File: src/hw/rtl/sfcp_pkg.sv
// Shared types and codes for the sync frame checksum parser.
`default_nettype none

package sfcp_pkg;

   localparam int unsigned BYTE_W  = 8;
   localparam int unsigned PHASE_W = 3;
   localparam int unsigned TYPE_W  = 2;
   localparam int unsigned ERR_W   = 2;

   // frame phase codes
   localparam logic [PHASE_W-1:0] PH_HUNT    = 3'd0;
   localparam logic [PHASE_W-1:0] PH_SYNC1   = 3'd1;
   localparam logic [PHASE_W-1:0] PH_SYNC2   = 3'd2;
   localparam logic [PHASE_W-1:0] PH_TYPE    = 3'd3;
   localparam logic [PHASE_W-1:0] PH_PAYLOAD = 3'd4;
   localparam logic [PHASE_W-1:0] PH_SUMA    = 3'd5;
   localparam logic [PHASE_W-1:0] PH_SUMB    = 3'd6;

   localparam logic [BYTE_W-1:0] MAX_TYPE = 8'd2;

   // error codes
   localparam logic [ERR_W-1:0] ERR_NONE  = 2'd0;
   localparam logic [ERR_W-1:0] ERR_SYNC2 = 2'd1;
   localparam logic [ERR_W-1:0] ERR_TYPE  = 2'd2;
   localparam logic [ERR_W-1:0] ERR_SUM   = 2'd3;

   // register indexes
   localparam logic CSR_SYNC_FIRST  = 1'b0;
   localparam logic CSR_SYNC_SECOND = 1'b1;

   localparam logic [BYTE_W-1:0] SYNC_FIRST_RESET  = 8'd147;
   localparam logic [BYTE_W-1:0] SYNC_SECOND_RESET = 8'd224;

   typedef struct packed {
      logic [PHASE_W-1:0] phase;
      logic [BYTE_W-1:0]  sum_a;
      logic [BYTE_W-1:0]  sum_b;
      logic [TYPE_W-1:0]  held_type;
      logic [BYTE_W-1:0]  held_length;
      logic [BYTE_W-1:0]  byte_count;
   } frame_state_type;

   typedef struct packed {
      logic               payload_valid;
      logic [BYTE_W-1:0]  payload_index;
      logic [BYTE_W-1:0]  payload_byte;
      logic [TYPE_W-1:0]  frame_type;
      logic [BYTE_W-1:0]  frame_length;
      logic               frame_accepted;
      logic [ERR_W-1:0]   error_kind;
   } result_type;

   typedef struct packed {
      logic [BYTE_W-1:0] sync_first;
      logic [BYTE_W-1:0] sync_second;
   } sync_cfg_type;

endpackage

`default_nettype wire

File: src/hw/rtl/sync_frame_checksum_parser_unit.sv
// Top level of the sync frame checksum parser: state, config and output skid.
//
//   channel   dir  handshake            payload
//   req_      in   req_valid/req_stall  req_rx_byte
//   rsp_      out  rsp_valid/rsp_stall  payload, frame and error fields
//   csr_      in   csr_write_enable     csr_index, csr_write_data
//
// One byte per cycle while req_stall is low: the frame state step is one
// combinational pass from the state registers into the result register.
// An accepted result is registered in the output register or, behind an older result, in the skid entry.
// An output register plus one skid entry; req_stall rises only when both are full.
// Synchronous reset returns to hunting with sums, held fields and count at zero.
`default_nettype none

module sync_frame_checksum_parser_unit
   import sfcp_pkg::*;
(
   input  logic              clock,
   input  logic              reset,
   input  logic              req_valid,
   output logic              req_stall,
   input  logic [BYTE_W-1:0] req_rx_byte,
   output logic              rsp_valid,
   input  logic              rsp_stall,
   output logic              rsp_payload_valid,
   output logic [BYTE_W-1:0] rsp_payload_index,
   output logic [BYTE_W-1:0] rsp_payload_byte,
   output logic [TYPE_W-1:0] rsp_frame_type,
   output logic [BYTE_W-1:0] rsp_frame_length,
   output logic              rsp_frame_accepted,
   output logic [ERR_W-1:0]  rsp_error_kind,
   input  logic              csr_write_enable,
   input  logic              csr_index,
   input  logic [BYTE_W-1:0] csr_write_data
);

   frame_state_type state_ff;
   frame_state_type state_in;
   sync_cfg_type    cfg_ff;
   result_type      step_result;
   result_type      out_ff;
   result_type      skid_ff;
   logic            out_valid_ff;
   logic            skid_valid_ff;
   logic            accept;
   logic            out_free;

   sfcp_step u_step (
      .state      (state_ff),
      .cfg        (cfg_ff),
      .rx_byte    (req_rx_byte),
      .state_next (state_in),
      .result     (step_result)
   );

   assign accept   = req_valid && !skid_valid_ff;
   assign out_free = !out_valid_ff || !rsp_stall;

   always_ff @(posedge clock) begin
      if (reset) begin
         state_ff.phase       <= PH_HUNT;
         state_ff.sum_a       <= '0;
         state_ff.sum_b       <= '0;
         state_ff.held_type   <= '0;
         state_ff.held_length <= '0;
         state_ff.byte_count  <= '0;
      end else if (accept) begin
         state_ff <= state_in;
      end
   end

   always_ff @(posedge clock) begin
      if (reset) begin
         cfg_ff.sync_first  <= SYNC_FIRST_RESET;
         cfg_ff.sync_second <= SYNC_SECOND_RESET;
      end else if (csr_write_enable) begin
         case (csr_index)
            CSR_SYNC_FIRST:  cfg_ff.sync_first  <= csr_write_data;
            CSR_SYNC_SECOND: cfg_ff.sync_second <= csr_write_data;
            default: ;
         endcase
      end
   end

   // output register and skid valids
   always_ff @(posedge clock) begin
      if (reset) begin
         out_valid_ff  <= 1'b0;
         skid_valid_ff <= 1'b0;
      end else if (out_free) begin
         if (skid_valid_ff) begin
            out_valid_ff  <= 1'b1;
            skid_valid_ff <= accept;
         end else begin
            out_valid_ff  <= accept;
         end
      end else if (accept) begin
         skid_valid_ff <= 1'b1;
      end
   end

   // payload, no reset
   always_ff @(posedge clock) begin
      if (out_free) begin
         if (skid_valid_ff) begin
            out_ff  <= skid_ff;
            skid_ff <= step_result;
         end else begin
            out_ff  <= step_result;
         end
      end else if (accept) begin
         skid_ff <= step_result;
      end
   end

   assign req_stall          = skid_valid_ff;
   assign rsp_valid          = out_valid_ff;
   assign rsp_payload_valid  = out_ff.payload_valid;
   assign rsp_payload_index  = out_ff.payload_index;
   assign rsp_payload_byte   = out_ff.payload_byte;
   assign rsp_frame_type     = out_ff.frame_type;
   assign rsp_frame_length   = out_ff.frame_length;
   assign rsp_frame_accepted = out_ff.frame_accepted;
   assign rsp_error_kind     = out_ff.error_kind;

endmodule

`default_nettype wire

File: src/hw/rtl/sfcp_step.sv
// Per-byte frame state update and result formation.
`default_nettype none

module sfcp_step
   import sfcp_pkg::*;
(
   input  frame_state_type   state,
   input  sync_cfg_type      cfg,
   input  logic [BYTE_W-1:0] rx_byte,
   output frame_state_type   state_next,
   output result_type        result
);

   logic [BYTE_W-1:0] sum_a_add;
   logic [BYTE_W-1:0] sum_b_add;
   logic [BYTE_W-1:0] count_inc;
   logic              payload_valid;
   logic [BYTE_W-1:0] payload_index;
   logic [BYTE_W-1:0] payload_byte;
   logic              accepted;
   logic [ERR_W-1:0]  err;

   assign sum_a_add = state.sum_a + rx_byte;
   assign sum_b_add = state.sum_b + sum_a_add;
   assign count_inc = state.byte_count + 8'd1;

   always_comb begin
      state_next    = state;
      payload_valid = 1'b0;
      payload_index = '0;
      payload_byte  = '0;
      accepted      = 1'b0;
      err           = ERR_NONE;
      case (state.phase)
         PH_HUNT: begin
            if (rx_byte == cfg.sync_first) state_next.phase = PH_SYNC1;
         end
         PH_SYNC1: begin
            if (rx_byte == cfg.sync_second) begin
               state_next.sum_a = '0;
               state_next.sum_b = '0;
               state_next.phase = PH_SYNC2;
            end else begin
               // not re-tried as a first sync
               err              = ERR_SYNC2;
               state_next.phase = PH_HUNT;
            end
         end
         PH_SYNC2: begin
            state_next.sum_a = sum_a_add;
            state_next.sum_b = sum_b_add;
            if (rx_byte > MAX_TYPE) begin
               err              = ERR_TYPE;
               state_next.phase = PH_HUNT;
            end else begin
               state_next.held_type = rx_byte[TYPE_W-1:0];
               state_next.phase     = PH_TYPE;
            end
         end
         PH_TYPE: begin
            state_next.sum_a       = sum_a_add;
            state_next.sum_b       = sum_b_add;
            state_next.held_length = rx_byte;
            state_next.byte_count  = '0;
            state_next.phase       = PH_PAYLOAD;
         end
         PH_PAYLOAD: begin
            state_next.sum_a      = sum_a_add;
            state_next.sum_b      = sum_b_add;
            payload_valid         = 1'b1;
            payload_index         = state.byte_count;
            payload_byte          = rx_byte;
            state_next.byte_count = count_inc;
            // zero length still takes one byte
            if (count_inc >= state.held_length) state_next.phase = PH_SUMA;
         end
         PH_SUMA: begin
            if (rx_byte == state.sum_a) begin
               state_next.phase = PH_SUMB;
            end else begin
               err              = ERR_SUM;
               state_next.phase = PH_HUNT;
            end
         end
         PH_SUMB: begin
            if (rx_byte == state.sum_b) accepted = 1'b1;
            else err = ERR_SUM;
            state_next.phase = PH_HUNT;
         end
         default: begin
            state_next.phase = PH_HUNT;
         end
      endcase
   end

   assign result.payload_valid  = payload_valid;
   assign result.payload_index  = payload_index;
   assign result.payload_byte   = payload_byte;
   assign result.frame_type     = state_next.held_type;
   assign result.frame_length   = state_next.held_length;
   assign result.frame_accepted = accepted;
   assign result.error_kind     = err;

endmodule

`default_nettype wire

File: config.mk
export PLATFORM = sky130hd
export DESIGN_NAME = sync_frame_checksum_parser_unit
export DESIGN_NICKNAME = d
export VERILOG_FILES = /design/src/hw/rtl/sfcp_pkg.sv /design/src/hw/rtl/sync_frame_checksum_parser_unit.sv /design/src/hw/rtl/sfcp_step.sv
export SDC_FILE = /design/constraint.sdc
export NUM_CORES = 1
export LEC_CHECK = 0
export BUFFER_PORTS_ARGS = -buffer_cell sky130_fd_sc_hd__buf_2
export CAP_MARGIN = 30
export CORE_UTILIZATION = 43
export DETAILED_ROUTE_END_ITERATION = 8
export PLACE_DENSITY = 0.58
export SLEW_MARGIN = 40
export SYNTH_ARGS = -nofsm -noshare
export SYNTH_HDL_FRONTEND = slang
export SYNTH_SLANG_ARGS = --single-unit
export TNS_END_PERCENT = 1
File: constraint.sdc
create_clock -name clock -period 4.65 [get_ports clock]
set_input_delay 0.6975 -clock clock [delete_from_list [all_inputs] [get_ports clock]]
set_output_delay 0.6975 -clock clock [all_outputs]
set_load 0.005 [all_outputs]
---- Yosys cells after proc, flatten, opt, wreduce, memory -nomap -nowiden ----
Cells that the tools add are included.
operators by class
  add/sub/neg operators ................... 3
  magnitude comparators ................... 2
  equal/unequal tests ..................... 14
  muxes and demuxes ....................... 30
  bitwise logic cells ..................... 1
  reduce and logical (&&, ||, !) cells .... 16
operators with widths
  operator             number
  $mux 30              4
  $eq 8x8->1           4
  $pmux 16 s2          1
  $mux 8               3
  $pmux 3 s6           1
  $add 8x8->8          2
  $mux 16              1
  $pmux 8 s2           1
  $mux 2               7
  $eq 3x3->1 const B   3
  $mux 3               3
  $add 8x1->8 const B  1
  $ge 8x8->1           1
  $gt 8x2->1 const B   1
  $mux 1               8
  $pmux 2 s4           1
  $reduce_and 2->1     4
  $eq 3x2->1 const B   2
  $ne 2x1->1 const B   3
  $reduce_and 3->1     2
  $reduce_bool 2->1    3
  $eq 3x1->1 const B   1
  $logic_not 1->1      3
  $logic_not 3->1      1
  5 further kinds      5
storage, ports and cells
  flip-flop bits (word level) ............. 115
  input port bits ......................... 22
  output and inout bits ................... 32
  word-level logic and storage cells ...... 90

---- Depth between registers and ports, before layout ----
Gate-level depths: netlist of run 1.
  word-level depth ........................ 5
  mapped depth ............................ 14
  mapped depth without buffers ............ 14

---- By module ----
Synthesis of run 1 repeated with hierarchy kept, for this count alone.
second synthesis, totals
  cell total of the unflattened synthesis .. 620
  area total of the unflattened synthesis .. 6,661.4 sq um
by module, submodules not included
  module                           instances  cells each  area each (sq um)  seq. area each (sq um)
  sync_frame_checksum_parser_unit  1          336         4,730.8            2,902.8
  sfcp_step                        1          284         1,930.6            0.0

---- Worst setup path before layout of run 1 ----
No wires, ideal clock.
  kind .................................... input port to flip-flop
  from .................................... input port rsp_stall
  to ...................................... register skid_ff[0] in the netlist's numbering (enable)
  data arrival time ....................... 3.675 ns
  slack ................................... 0.516 ns
  cell stages on the path ................. 2
  path through ............................ nand2_1 -> o21ai_0
between the ends
  cells in the longest elaborated chain, start to end .. 4
  elaborated cells on any way between the ends .. 5
  those cells by class .................... eq/ne: 1; reduce/logical: 4
RTL lines
  item                                                              RTL line                                source
  start, declared                                                   sync_frame_checksum_parser_unit.sv:24   input logic rsp_stall,
  $logic_not 1->1 (*)                                               sync_frame_checksum_parser_unit.sv:57   assign out_free = !out_valid_ff || !rsp_stall;
  $logic_or 1x1->1 (*)                                              sync_frame_checksum_parser_unit.sv:57
  $ne 2x2->1 (no line) / $reduce_bool 2->1 (equally long branches)  --
  $reduce_and 2->1 (no line) (*)                                    --
  end signal, assigned                                              sync_frame_checksum_parser_unit.sv:107  skid_ff <= step_result;
  end signal, assigned                                              sync_frame_checksum_parser_unit.sv:112  skid_ff <= step_result;
  end, declared                                                     sync_frame_checksum_parser_unit.sv:42   result_type skid_ff;
Mark *: on every way between the ends. The rest lies on a longest branch, timed or not.
A chain may end at the register's enable or synchronous reset.

---- Worst setup path after layout of run 1 ----
  from .................................... input port req_rx_byte[1]
  to ...................................... register state_ff[25] in the netlist's numbering
between the ends
  cells in the longest elaborated chain, start to end .. 3
  elaborated cells on any way between the ends .. 6
  those cells by class .................... add/sub: 2; eq/ne: 2; mux: 1; reduce/logical: 1
RTL lines
  item                                                    RTL line                               source
  start, declared                                         sync_frame_checksum_parser_unit.sv:22  input logic [BYTE_W-1:0] req_rx_byte,
  $add 8x8->8 / $eq 8x8->1 (equally long branches)        sfcp_step.sv:23, sfcp_step.sv:39
  $add 8x8->8 / $ne 2x1->1 (equally long branches)        --
  $pmux 16 s2 / $reduce_and 3->1 (equally long branches)  --
  end signal, assigned                                    sync_frame_checksum_parser_unit.sv:68  state_ff <= state_in;
  end, declared                                           sync_frame_checksum_parser_unit.sv:37  frame_state_type state_ff;
Parallel ways exist; a longest one is shown, timed or not.

==> results of run 1 <==
-- where the power goes --
part / internal [uW] / switching (uW) / total, uW
Clock: 746 / 439 / 1180
Sequential: 1120 / 18.3 / 1140
Combinational: 95.2 / 146 / 241
-- kinds of logic after synthesis --
| group | Yosys count |
|---|---|
| XOR/XNOR | 42 |
| adder cells (fa/ha/maj) | 29 |
| flip-flops | 115 |
| multiplexers | 33 |
| buffers and inverters | 48 |
| AO/OA/AOI/OAI | 97 |
| AND/OR/NAND/NOR | 178 |
-- worst reg2reg max path, stage by stage (launching register included) --
cell       delay, ns
dfxtp_1         0.39
inv_1           0.08
ha_1            0.42
nand2_1         0.34
inv_1           0.14
nor3_1          0.61
a211o_1         0.65
a2111oi_0       0.16
a21oi_1         0.16
nor2_1          0.05
-- per-layer routing --
metal / track usage / share of wire / wire length (um) / up-vias
li1: - / - / - / 2012
met1: 0.248 / 0.47 / 5780 / 1947
met2: 0.323 / 0.47 / 5800 / 68
met3: 0.0561 / 0.034 / 415 / 24
met4: 0.101 / 0.027 / 333 / 0
met5: 0 / 0 / 0 / -
-- cell type report --
type,instances,area share
Clock buffer,19,0.0685
Clock inverter,12,0.0136
Inverter,13,0.00738
Multi-Input combinational cell,379,0.392
Sequential cell,115,0.439
Tap cell,172,0.0325
Timing Repair Buffer,59,0.0473
-- cells in the final DEF (no fill, tap or decap), types with 3 or more instances in the layout --
master and n:
a22oi_1 15, o21ai_0 15, inv_1 13, clkbuf_16 17, buf_4 7, a211oi_1 7, xor2_1 21, clkinv_2 6
nand2b_1 5, nand4_1 4, nand3_1 7, a21oi_1 36, nor2_1 51, ha_1 27, xnor2_1 21, nand3b_1 7
and3_1 16, nor2b_1 6, dfxtp_1 55, nand2_1 57, a21o_1 6, mux2_2 31, clkinvlp_4 3, buf_2 52
nor4_1 5, o21a_1 4, nor3_1 12, edfxtp_1 60
-- registers in the layout (all words and copies together) (netlist names) --
| name | cells |
|---|---|
| rsp_payload_byte | 8 |
| rsp_valid | 1 |
| state_ff | 37 |
| rsp_payload_index | 8 |
| rsp_error_kind | 2 |
| cfg_ff | 16 |
| rsp_payload_valid | 1 |
| rsp_frame_type | 2 |
| skid_ff | 30 |
| req_stall | 1 |
| rsp_frame_accepted | 1 |
| rsp_frame_length | 8 |
-- final timing paths --
kind / cells past startpoint / slack (ns) / endpoint / startpoint
setup / recovery: 14 / 1.34 / state_ff[25]$_SDFFE_PP0P_ / req_rx_byte[1]
hold / removal: 2 / 0.46 / cfg_ff[2]$_SDFFE_PP0P_ / cfg_ff[2]$_SDFFE_PP0P_
setup reg to reg: 9 / 1.53 / state_ff[21]$_SDFFE_PP0P_ / state_ff[35]$_SDFFE_PP0P_
hold reg to reg: 2 / 0.46 / cfg_ff[2]$_SDFFE_PP0P_ / cfg_ff[2]$_SDFFE_PP0P_
-- per-stage QoR --
stage	utilization	cells	area (um2)	total power, uW
3_3_place_gp	0.475	738	6070	1390
4_1_cts	0.518	769	6620	2590
6_report	0.518	769	6620	2560
3_5_place_dp	0.475	738	6070	1400
2_1_floorplan	-	542	5690	1320
5_1_grt	0.518	769	6620	2670
==> reports/metrics.csv, run 1 <==
stage,metric,value,unit
run_status,outcome,completed,
cells_and_area,Multi-input gate area,2590,um2
sta,Worst-Margin Slew,0.760,ns
synth,mux share of post-synthesis cell area,0.0667,
global_routing,Total Routing Usage GR,0.201,
sta,Tmin final,3.31,ns
synth,leading area contributor after synthesis,edfxtp_1,
cells_and_area,layout cells sized above 1,0.214,
clock_network,clock sink count,115,
drt,Via density,5.27,
floorplanning,Initial Util,0.445,
worst_hold_path,Hold/Removal Path Class,flop to flop,
critical_path,Slowest cell on crit path,or4_1,
synth,post-synth top area share,0.317,
synth,"Distinct cells, synth",49,
synth,area of the mapped netlist,5690,um2
global_routing,first-pass GRT wire length,20100,um
clock_network,H-tree depth,4,
synth,top-count cell post-synth,edfxtp_1,
critical_path,required time of the critical path,4.99,ns
critical_path,Worst Setup Path Type,primary input to flop,
synth,asr flop ratio synth,0,
placement,Final HPWL DP,8280,um
synth,commonest cells in the synthesized netlist,"60 x edfxtp_1, 57 x nand2_1, 55 x dfxtp_1",
floorplanning,core area,12800,um2
synth,adder-cell share of the synthesized area,0.0664,
power,P per Cell Area,387,nW/um2
critical_path,CP Data Arrival Time,3.65,ns
critical_path,Worst setup SP type,primary input,
synth,number of synthesized flops with an enable pin,60,
sta,final setup margin,1.34,ns
critical_path,worst path bufs/invs,2,
sta,Min Hold Slack,0.465,ns
synth,synth warn,0,
drt,DR WL/cell,16.0,um
critical_path,Worst Setup End Kind,flop,
clock_network,CTS Hold Bufs,0,
run,MaxCap Viol Count,0,
sta,Max Clk Rate,303,MHz
floorplanning,die height,117,um
synth,ys flop type,edfxtp_1,
critical_path,biggest cell delay along the critical path,0.43,ns
cells_and_area,Final Net Count,636,
clock_network,clock-pin slew on the worst setup and hold paths,0.05,ns
synth,synth top area cells,"edfxtp_1 32%, dfxtp_1 19%, mux2_2 6.1%",
drt,post-route ant nets,0,
critical_path,"most used cell, CP",a21oi_1,
global_routing,largest net degree at the start of global routing,56,
synth,number of synthesized register bits,115,
cells_and_area,Layout area overhead,16.3,%
sta,setup TNS,0,ns
placement,Setup WS pre-CTS,0.939,ns
synth,Mapped Nets,593,
synth,Avg Synthesized Cell Area,10.5,um2
clock_network,"Setup Fix Bufs, Post-CTS",0,
placement,port bufs,53,
critical_path,critical-path maximum fanout,9,
power,P_leak,0.00275,uW
sta,relative slew slack,0.489,
clock_network,CTS tree,built,
synth,Compound-Gate Fraction of Synth Area,0.109,
clock_network,clock latency on the worst-skew pair,0.41,ns
sta,clock skew,0.00686,ns
floorplanning,IO Count,54,
sta,Final Hold Fails,0,
floorplanning,Placement Rows,41,
power,worst ir drop on vdd,206,uV
drt,drt first pass iters,4,
critical_path,worst path cell trace,buf_2 > ha_1 > a21oi_1 > inv_1 > a21oi_1 > xnor2_1 > ha_1 > nand2_1 > o21ai_0 > or4_1 > a21oi_1 > xnor2_1 > mux2_2 > a21oi_1,
clock_network,clock buffer depth,2,
cells_and_area,register area,2900,um2
clock_network,Post-CTS Resized,0,
clock_network,cts bufs inserted,17,
synth,post-synthesis xor/xnor area fraction,0.0647,
sta,max-slew violations,0,
synth,Synth Instances,542,
sta,final setup fails,0,
floorplanning,DIE AREA,13700,um2
global_routing,number of global-route vias before repair,4103,
synth,Post-Synth Simple-Gate Area,0.148,
sta,Final period util,0.711,
sta,RSZ-0062 raised after global routing,false,
drt,Vias,4051,
global_routing,initial antenna violation count,0,
synth,sequential element share of the synthesized area,0.510,
drt,drt drc,0,
synth,largest family of logic cells by synthesized area,simple AND/OR/NAND/NOR gates,
drt,Routed Wire Length,12300,um
global_routing,gr ovfl total,0,
cells_and_area,layout filler cell count,1171,
cells_and_area,diode count,0,
critical_path,Crit path max-delay family,compound AO/OA/AOI/OAI gates,
clock_network,root buf cell,clkbuf_16,
placement,gp weighted congestion,0.824,
floorplanning,Die X,117,um
drt,DR iter-0 viols,215,
No activity file was read; power rests on OpenSTA's default activity.
==> run 2, diff against run 1 <==
==> constraint.sdc (replaced) <==
create_clock -name clock -period 3.4 [get_ports clock]
set_input_delay 0.51 -clock clock [delete_from_list [all_inputs] [get_ports clock]]
set_output_delay 0.51 -clock clock [all_outputs]
set_load 0.005 [all_outputs]
==> run 2 against run 1 <==
Global-route usage shrank 0.24 points. Largest power group unchanged. Routed wire length shrank 0.24%. Combinational power rose by 41%. Critical path type is now flop to flop. Worst hold slack lost 0.14 ns. Sequential share of layout area fell by 0.59 points. Clock power grew 44%. Utilization is 0.71 points higher. Cell area is 1.4% higher. Count of clock-buffer cells in the layout up 3.
==> reports/metrics.csv, run 2 (synthesized netlist as in run 1, its figures left out) <==
stage,metric,value,unit
critical_path,reg2reg path depth,14,
clock_network,"Setup Fix Bufs, Post-CTS",0,
sta,relative slew slack,0.541,
cells_and_area,Final Cell Area,6710,um2
worst_hold_path,hold path cells,3,
clock_network,Post-CTS Resized,0,
placement,Final HPWL DP,8240,um
critical_path,CP Data Arrival Time,3.46,ns
clock_network,clock-pin slew on the worst setup and hold paths,0.05,ns
sta,Max Clk Rate,321,MHz
sta,Worst-Margin Slew,0.684,ns
clock_network,root buf cell,clkbuf_16,
power,Comb power frac,0.094,
global_routing,first-pass GRT wire length,20000,um
critical_path,Worst Setup Path Type,flop to flop,
cells_and_area,"commonest non-fill, non-tap cell in the layout",edfxtp_1,
clock_network,cts bufs inserted,17,
clock_network,CTS Hold Bufs,0,
cells_and_area,diode count,0,
drt,DR iter-0 viols,207,
global_routing,Total Routing Usage GR,0.198,
cells_and_area,fin cells,779,
run_status,outcome,completed,
power,P per Cell Area,536,nW/um2
power,P_leak,0.00280,uW
power,internal power,2760,uW
cells_and_area,layout filler cell count,1135,
critical_path,critical-path maximum fanout,2,
floorplanning,DIE AREA,13700,um2
floorplanning,Die X,117,um
sta,final setup fails,0,
drt,DR WL/cell,15.8,um
global_routing,gr ovfl total,0,
floorplanning,Initial Util,0.445,
clock_network,H-tree depth,4,
cells_and_area,Layout area overhead,17.9,%
drt,Routed Wire Length,12300,um
clock_network,clock sink count,115,
power,Psw,838,uW
sta,Final period util,0.916,
placement,port bufs,53,
floorplanning,core area,12800,um2
sta,max-slew violations,0,
floorplanning,Placement Rows,41,
floorplanning,die height,117,um
power,sequential share of power,0.432,
worst_hold_path,hold path startpoint,csr_write_data[7],
power,Net Sw Frac,0.233,
critical_path,Worst setup SP type,flop,
power,worst ir drop on vdd,266,uV
sta,clock skew,0.00824,ns
cells_and_area,layout cells sized above 1,0.226,
worst_hold_path,Min-Delay Endpoint,cfg_ff[15]$_SDFFE_PP1P_,
drt,Via density,5.18,
sta,Tmin final,3.11,ns
placement,gp weighted congestion,0.828,
cells_and_area,Largest Register,state_ff,
clock_network,clock buffer depth,2,
clock_network,CTS tree,built,
critical_path,worst r2r src,state_ff[26]$_SDFFE_PP0P_,
worst_hold_path,Hold/Removal Path Class,primary input to flop,
global_routing,largest net degree at the start of global routing,56,
floorplanning,IO Count,54,
global_routing,number of global-route vias before repair,3940,
sta,setup TNS,0,ns
cells_and_area,top flop regs,"state_ff: 37 flops, skid_ff: 30 flops, cfg_ff: 16 flops",
cells_and_area,"commonest non-fill, non-tap cells in the layout","60 x edfxtp_1, 57 x nand2_1, 55 x dfxtp_1, 52 x buf_2, 51 x nor2_1",
critical_path,Worst Setup End Kind,flop,
power,Power Total,3590,uW
drt,drt drc,0,
sta,RSZ-0062 raised after global routing,false,
run,MaxCap Viol Count,0,
sta,Final Hold Fails,0,
cells_and_area,Final Net Count,645,
placement,DP Area,6140,um2
power,clock share of power,0.473,
critical_path,reg2reg end,state_ff[25]$_SDFFE_PP0P_,
cells_and_area,max FFs per register,37,
drt,drt first pass iters,4,
critical_path,required time of the critical path,3.74,ns
clock_network,clock latency on the worst-skew pair,0.41,ns
critical_path,R2R setup slack,0.29,ns
placement,Inst Count DP,747,
global_routing,initial antenna violation count,0,
drt,Vias,4032,
drt,post-route ant nets,0,
run 2: cell count changes in the layout (fill, tap and decap cells not counted), sizes merged:
cell and change:
buf +9, clkbuf +3, clkinvlp -1, clkinv -2, bufinv +1
run 2: worst max-delay path by stage:
stage / start / end / depth (start not counted)
5_1_grt: state_ff[27]$_SDFFE_PP0P_ / state_ff[25]$_SDFFE_PP0P_ / 13
3_5_place_dp: req_rx_byte[0] / state_ff[25]$_SDFFE_PP0P_ / 15
3_3_place_gp: req_rx_byte[0] / state_ff[25]$_SDFFE_PP0P_ / 15
6_report: state_ff[26]$_SDFFE_PP0P_ / state_ff[25]$_SDFFE_PP0P_ / 14
4_1_cts: state_ff[26]$_SDFFE_PP0P_ / state_ff[25]$_SDFFE_PP0P_ / 14
2_1_floorplan: rsp_stall / skid_ff[0]$_DFFE_PP_ / 2
run 2: metrics by stage:
step	util	setup WS (ns)	hold WS [ns]
final	0.525	0.286	0.328
after global routing	0.525	0.0633	0.332
after CTS	0.525	0.299	0.311
after detailed placement	0.481	0.00184	0.461
after global placement	0.481	0.0560	0.458
after floorplan	-	0.267	0.448
run 2: power by group through the flow:
| stage | registers [uW] | logic, uW | clock network (uW) |
|---|---|---|---|
| finish | 1550 | 339 | 1700 |
| global route | 1560 | 381 | 1780 |
| CTS | 1550 | 342 | 1730 |
| detailed placement | 1580 | 339 | 0 |
| global placement | 1580 | 333 | 0 |
| floorplan | 1580 | 224 | 0 |
run 2: area by class of cell:
| type | count | area (um2) | share of cell area |
|---|---|---|---|
| sequential | 115 | 2900 | 0.433 |
| multi-input combinational | 379 | 2600 | 0.387 |
| clock buffer | 22 | 454 | 0.0677 |
| timing repair buffer | 68 | 380 | 0.0567 |
| tap | 172 | 215 | 0.0321 |
| clock inverter | 10 | 109 | 0.0162 |
| inverter | 13 | 48.8 | 0.00728 |
run 2: routing by layer:
layer / global-route usage / wire [um] / vias to the layer above
met1: 0.253 / 5930 / 1904
met2: 0.314 / 5700 / 75
met4: 0.105 / 262 / 0
li1: - / - / 2033
met5: 0 / 0 / -
met3: 0.0458 / 413 / 20
run 2: critical path, stage by stage (launching register included):
cell      delay (ns)
dfxtp_1         0.31
ha_1            0.20
fa_1            0.41
a21o_1          0.17
a21oi_1         0.24
o21bai_1        0.10
a21oi_1         0.19
xnor2_1         0.17
ha_1            0.29
o21ai_0         0.10
nor2_1          0.07
a21oi_1         0.19
xnor2_1         0.15
mux2_2          0.35
a21oi_1         0.11
==> run 3, diff against run 2 <==
==> constraint.sdc (replaced) <==
create_clock -name clock -period 3.3 [get_ports clock]
set_input_delay 0.495 -clock clock [delete_from_list [all_inputs] [get_ports clock]]
set_output_delay 0.495 -clock clock [all_outputs]
set_load 0.005 [all_outputs]
==> run 3 against run 2 <==
Combinational power is 5% higher. Critical path depth stayed put. Via count is 1.9% higher. Non-clock buffer count is 6 higher. Sequential cell count stayed put. Setup slack worse by 0.041 ns. First-iteration DRC count is 7.7% lower. Routed wire length is 0.59% lower. Clock power hardly changed. Register-to-register slack worse by 0.04 ns. Die area stayed put. Count of clock-buffer cells in the layout is 1 lower. Critical endpoint unchanged. Largest cell class unchanged.
==> reports/metrics.csv, run 3 (synthesized netlist as in run 1, its figures left out) <==
stage,metric,value,unit
run_status,outcome,completed,
placement,Final HPWL DP,8230,um
cells_and_area,layout filler cell count,1166,
drt,Routed Wire Length,12200,um
cells_and_area,diode count,0,
cells_and_area,Largest Register,state_ff,
drt,Vias,4110,
clock_network,H-tree depth,4,
cells_and_area,"commonest non-fill, non-tap cells in the layout","60 x edfxtp_1, 57 x nand2_1, 55 x dfxtp_1, 52 x buf_2, 51 x nor2_1",
sta,Worst-Margin Slew,0.677,ns
sta,Tmin final,3.06,ns
sta,relative slew slack,0.546,
critical_path,Worst Setup End Kind,flop,
sta,Final period util,0.926,
cells_and_area,layout cells sized above 1,0.233,
sta,setup TNS,0,ns
placement,port bufs,53,
floorplanning,die height,117,um
sta,max-slew violations,0,
cells_and_area,top flop regs,"state_ff: 37 flops, skid_ff: 30 flops, cfg_ff: 16 flops",
cells_and_area,max FFs per register,37,
clock_network,clock sink count,115,
drt,DR iter-0 viols,191,
clock_network,CTS tree,built,
power,worst ir drop on vdd,314,uV
sta,RSZ-0062 raised after global routing,false,
global_routing,gr ovfl total,0,
power,P_leak,0.00283,uW
critical_path,"most used cell, CP",a21oi_1,
critical_path,Worst setup SP type,flop,
drt,Via density,5.24,
floorplanning,Placement Rows,41,
sta,final setup margin,0.245,ns
clock_network,clock buffer depth,2,
drt,drt first pass iters,4,
sta,final setup fails,0,
critical_path,critical-path maximum fanout,2,
clock_network,root buf cell,clkbuf_16,
critical_path,Worst Setup Path Type,flop to flop,
cells_and_area,final core utilization,0.529,
placement,Inst Count DP,753,
cells_and_area,Layout area overhead,18.7,%
placement,DP Area,6190,um2
floorplanning,Die X,117,um
sta,Final Hold Fails,0,
critical_path,Slowest cell on crit path,fa_1,
global_routing,initial antenna violation count,0,
global_routing,number of global-route vias before repair,4046,
floorplanning,core area,12800,um2
clock_network,cts bufs inserted,17,
critical_path,worst path bufs/invs,0,
clock_network,clock-pin slew on the worst setup and hold paths,0.05,ns
drt,drt drc,0,
clock_network,"Setup Fix Bufs, Post-CTS",0,
global_routing,Total Routing Usage GR,0.196,
power,P per Cell Area,546,nW/um2
floorplanning,DIE AREA,13700,um2
worst_hold_path,Hold/Removal Path Class,primary input to flop,
floorplanning,Initial Util,0.445,
placement,Setup WS pre-CTS,-0.0180,ns
global_routing,largest net degree at the start of global routing,56,
global_routing,first-pass GRT wire length,19900,um
cells_and_area,Final Cell Area,6750,um2
critical_path,Crit path max-delay family,compound AO/OA/AOI/OAI gates,
placement,gp weighted congestion,0.801,
cells_and_area,fin cells,785,
cells_and_area,Final Net Count,651,
critical_path,CP Data Arrival Time,3.39,ns
critical_path,required time of the critical path,3.63,ns
floorplanning,IO Count,54,
clock_network,clock latency on the worst-skew pair,0.41,ns
cells_and_area,"commonest non-fill, non-tap cell in the layout",edfxtp_1,
drt,post-route ant nets,0,
drt,DR WL/cell,15.6,um
critical_path,biggest cell delay along the critical path,0.39,ns
sta,Max Clk Rate,327,MHz
critical_path,worst path cell trace,ha_1 > fa_1 > a21o_1 > a21oi_1 > o21bai_1 > a21oi_1 > xnor2_1 > ha_1 > o21ai_0 > nor2_1 > a21oi_1 > xnor2_1 > mux2_2 > a21oi_1,
run,MaxCap Viol Count,0,
sta,clock skew,0.00811,ns
==> run 3: changes by cell type in the layout (fill, tap and decap cells not counted) <==
| cell | change |
|---|---|
| a21oi_2 | +1 |
| clkbuf_1 | -1 |
| nor2b_2 | -1 |
| buf_4 | +6 |
| nor2b_1 | +1 |
| clkinv_1 | +1 |
| a21oi_1 | -1 |
==> run 3: final timing paths <==
path | to | from | depth (start not counted) | slack [ns]
min reg2reg | cfg_ff[4]$_SDFFE_PP0P_ | cfg_ff[4]$_SDFFE_PP0P_ | 2 | 0.47
min | cfg_ff[7]$_SDFFE_PP1P_ | csr_write_data[7] | 3 | 0.31
max reg2reg | state_ff[25]$_SDFFE_PP0P_ | state_ff[26]$_SDFFE_PP0P_ | 14 | 0.24
max | state_ff[25]$_SDFFE_PP0P_ | state_ff[26]$_SDFFE_PP0P_ | 14 | 0.24
==> run 3: where the power goes <==
group	switching, uW	internal, uW
Sequential	25.6	1580
Combinational	207	149
Clock	608	1120
Total	841	2840
==> run 3: metrics by stage <==
| stage | hold slack (ns) | power, uW |
|---|---|---|
| after detailed placement | 0.461 | 1990 |
| after global placement | 0.455 | 1980 |
| after global routing | 0.311 | 3830 |
| after CTS | 0.297 | 3730 |
| after floorplan | 0.448 | 1860 |
| final | 0.315 | 3680 |
==> run 3: layout make-up <==
type | count | area, um2 | area share
Clock inverter | 11 | 113 | 0.0167
Inverter | 13 | 48.8 | 0.00723
Clock buffer | 21 | 450 | 0.0667
Sequential cell | 115 | 2900 | 0.430
Tap cell | 172 | 215 | 0.0319
Timing Repair Buffer | 74 | 425 | 0.0630
Multi-Input combinational cell | 379 | 2600 | 0.385
==> run 3: what timing repair did <==
| item | 4_1_cts | 5_1_grt |
|---|---|---|
| resized for setup | 0 | 1 |
| hold buffers | 0 | 0 |
| setup endpoints to repair | 0 | 1 |
==> run 3: worst register-to-register path: cells and delay by family, from the launching register on <==
| family | cells | cell delay [ns] |
|---|---|---|
| AOI/OAI and AO/OA | 7 | 1.05 |
| adders and majority gates | 3 | 0.89 |
| muxes | 1 | 0.35 |
| xor gates and xnor gates | 2 | 0.32 |
| DFF | 1 | 0.31 |
| and+or+nand+nor | 1 | 0.07 |
==> run 3: metal layers <==
layer  track usage  share of wire
met1         0.243           0.47
met2         0.319           0.47
met3        0.0577          0.042
met4        0.0861          0.020
met5             0              0
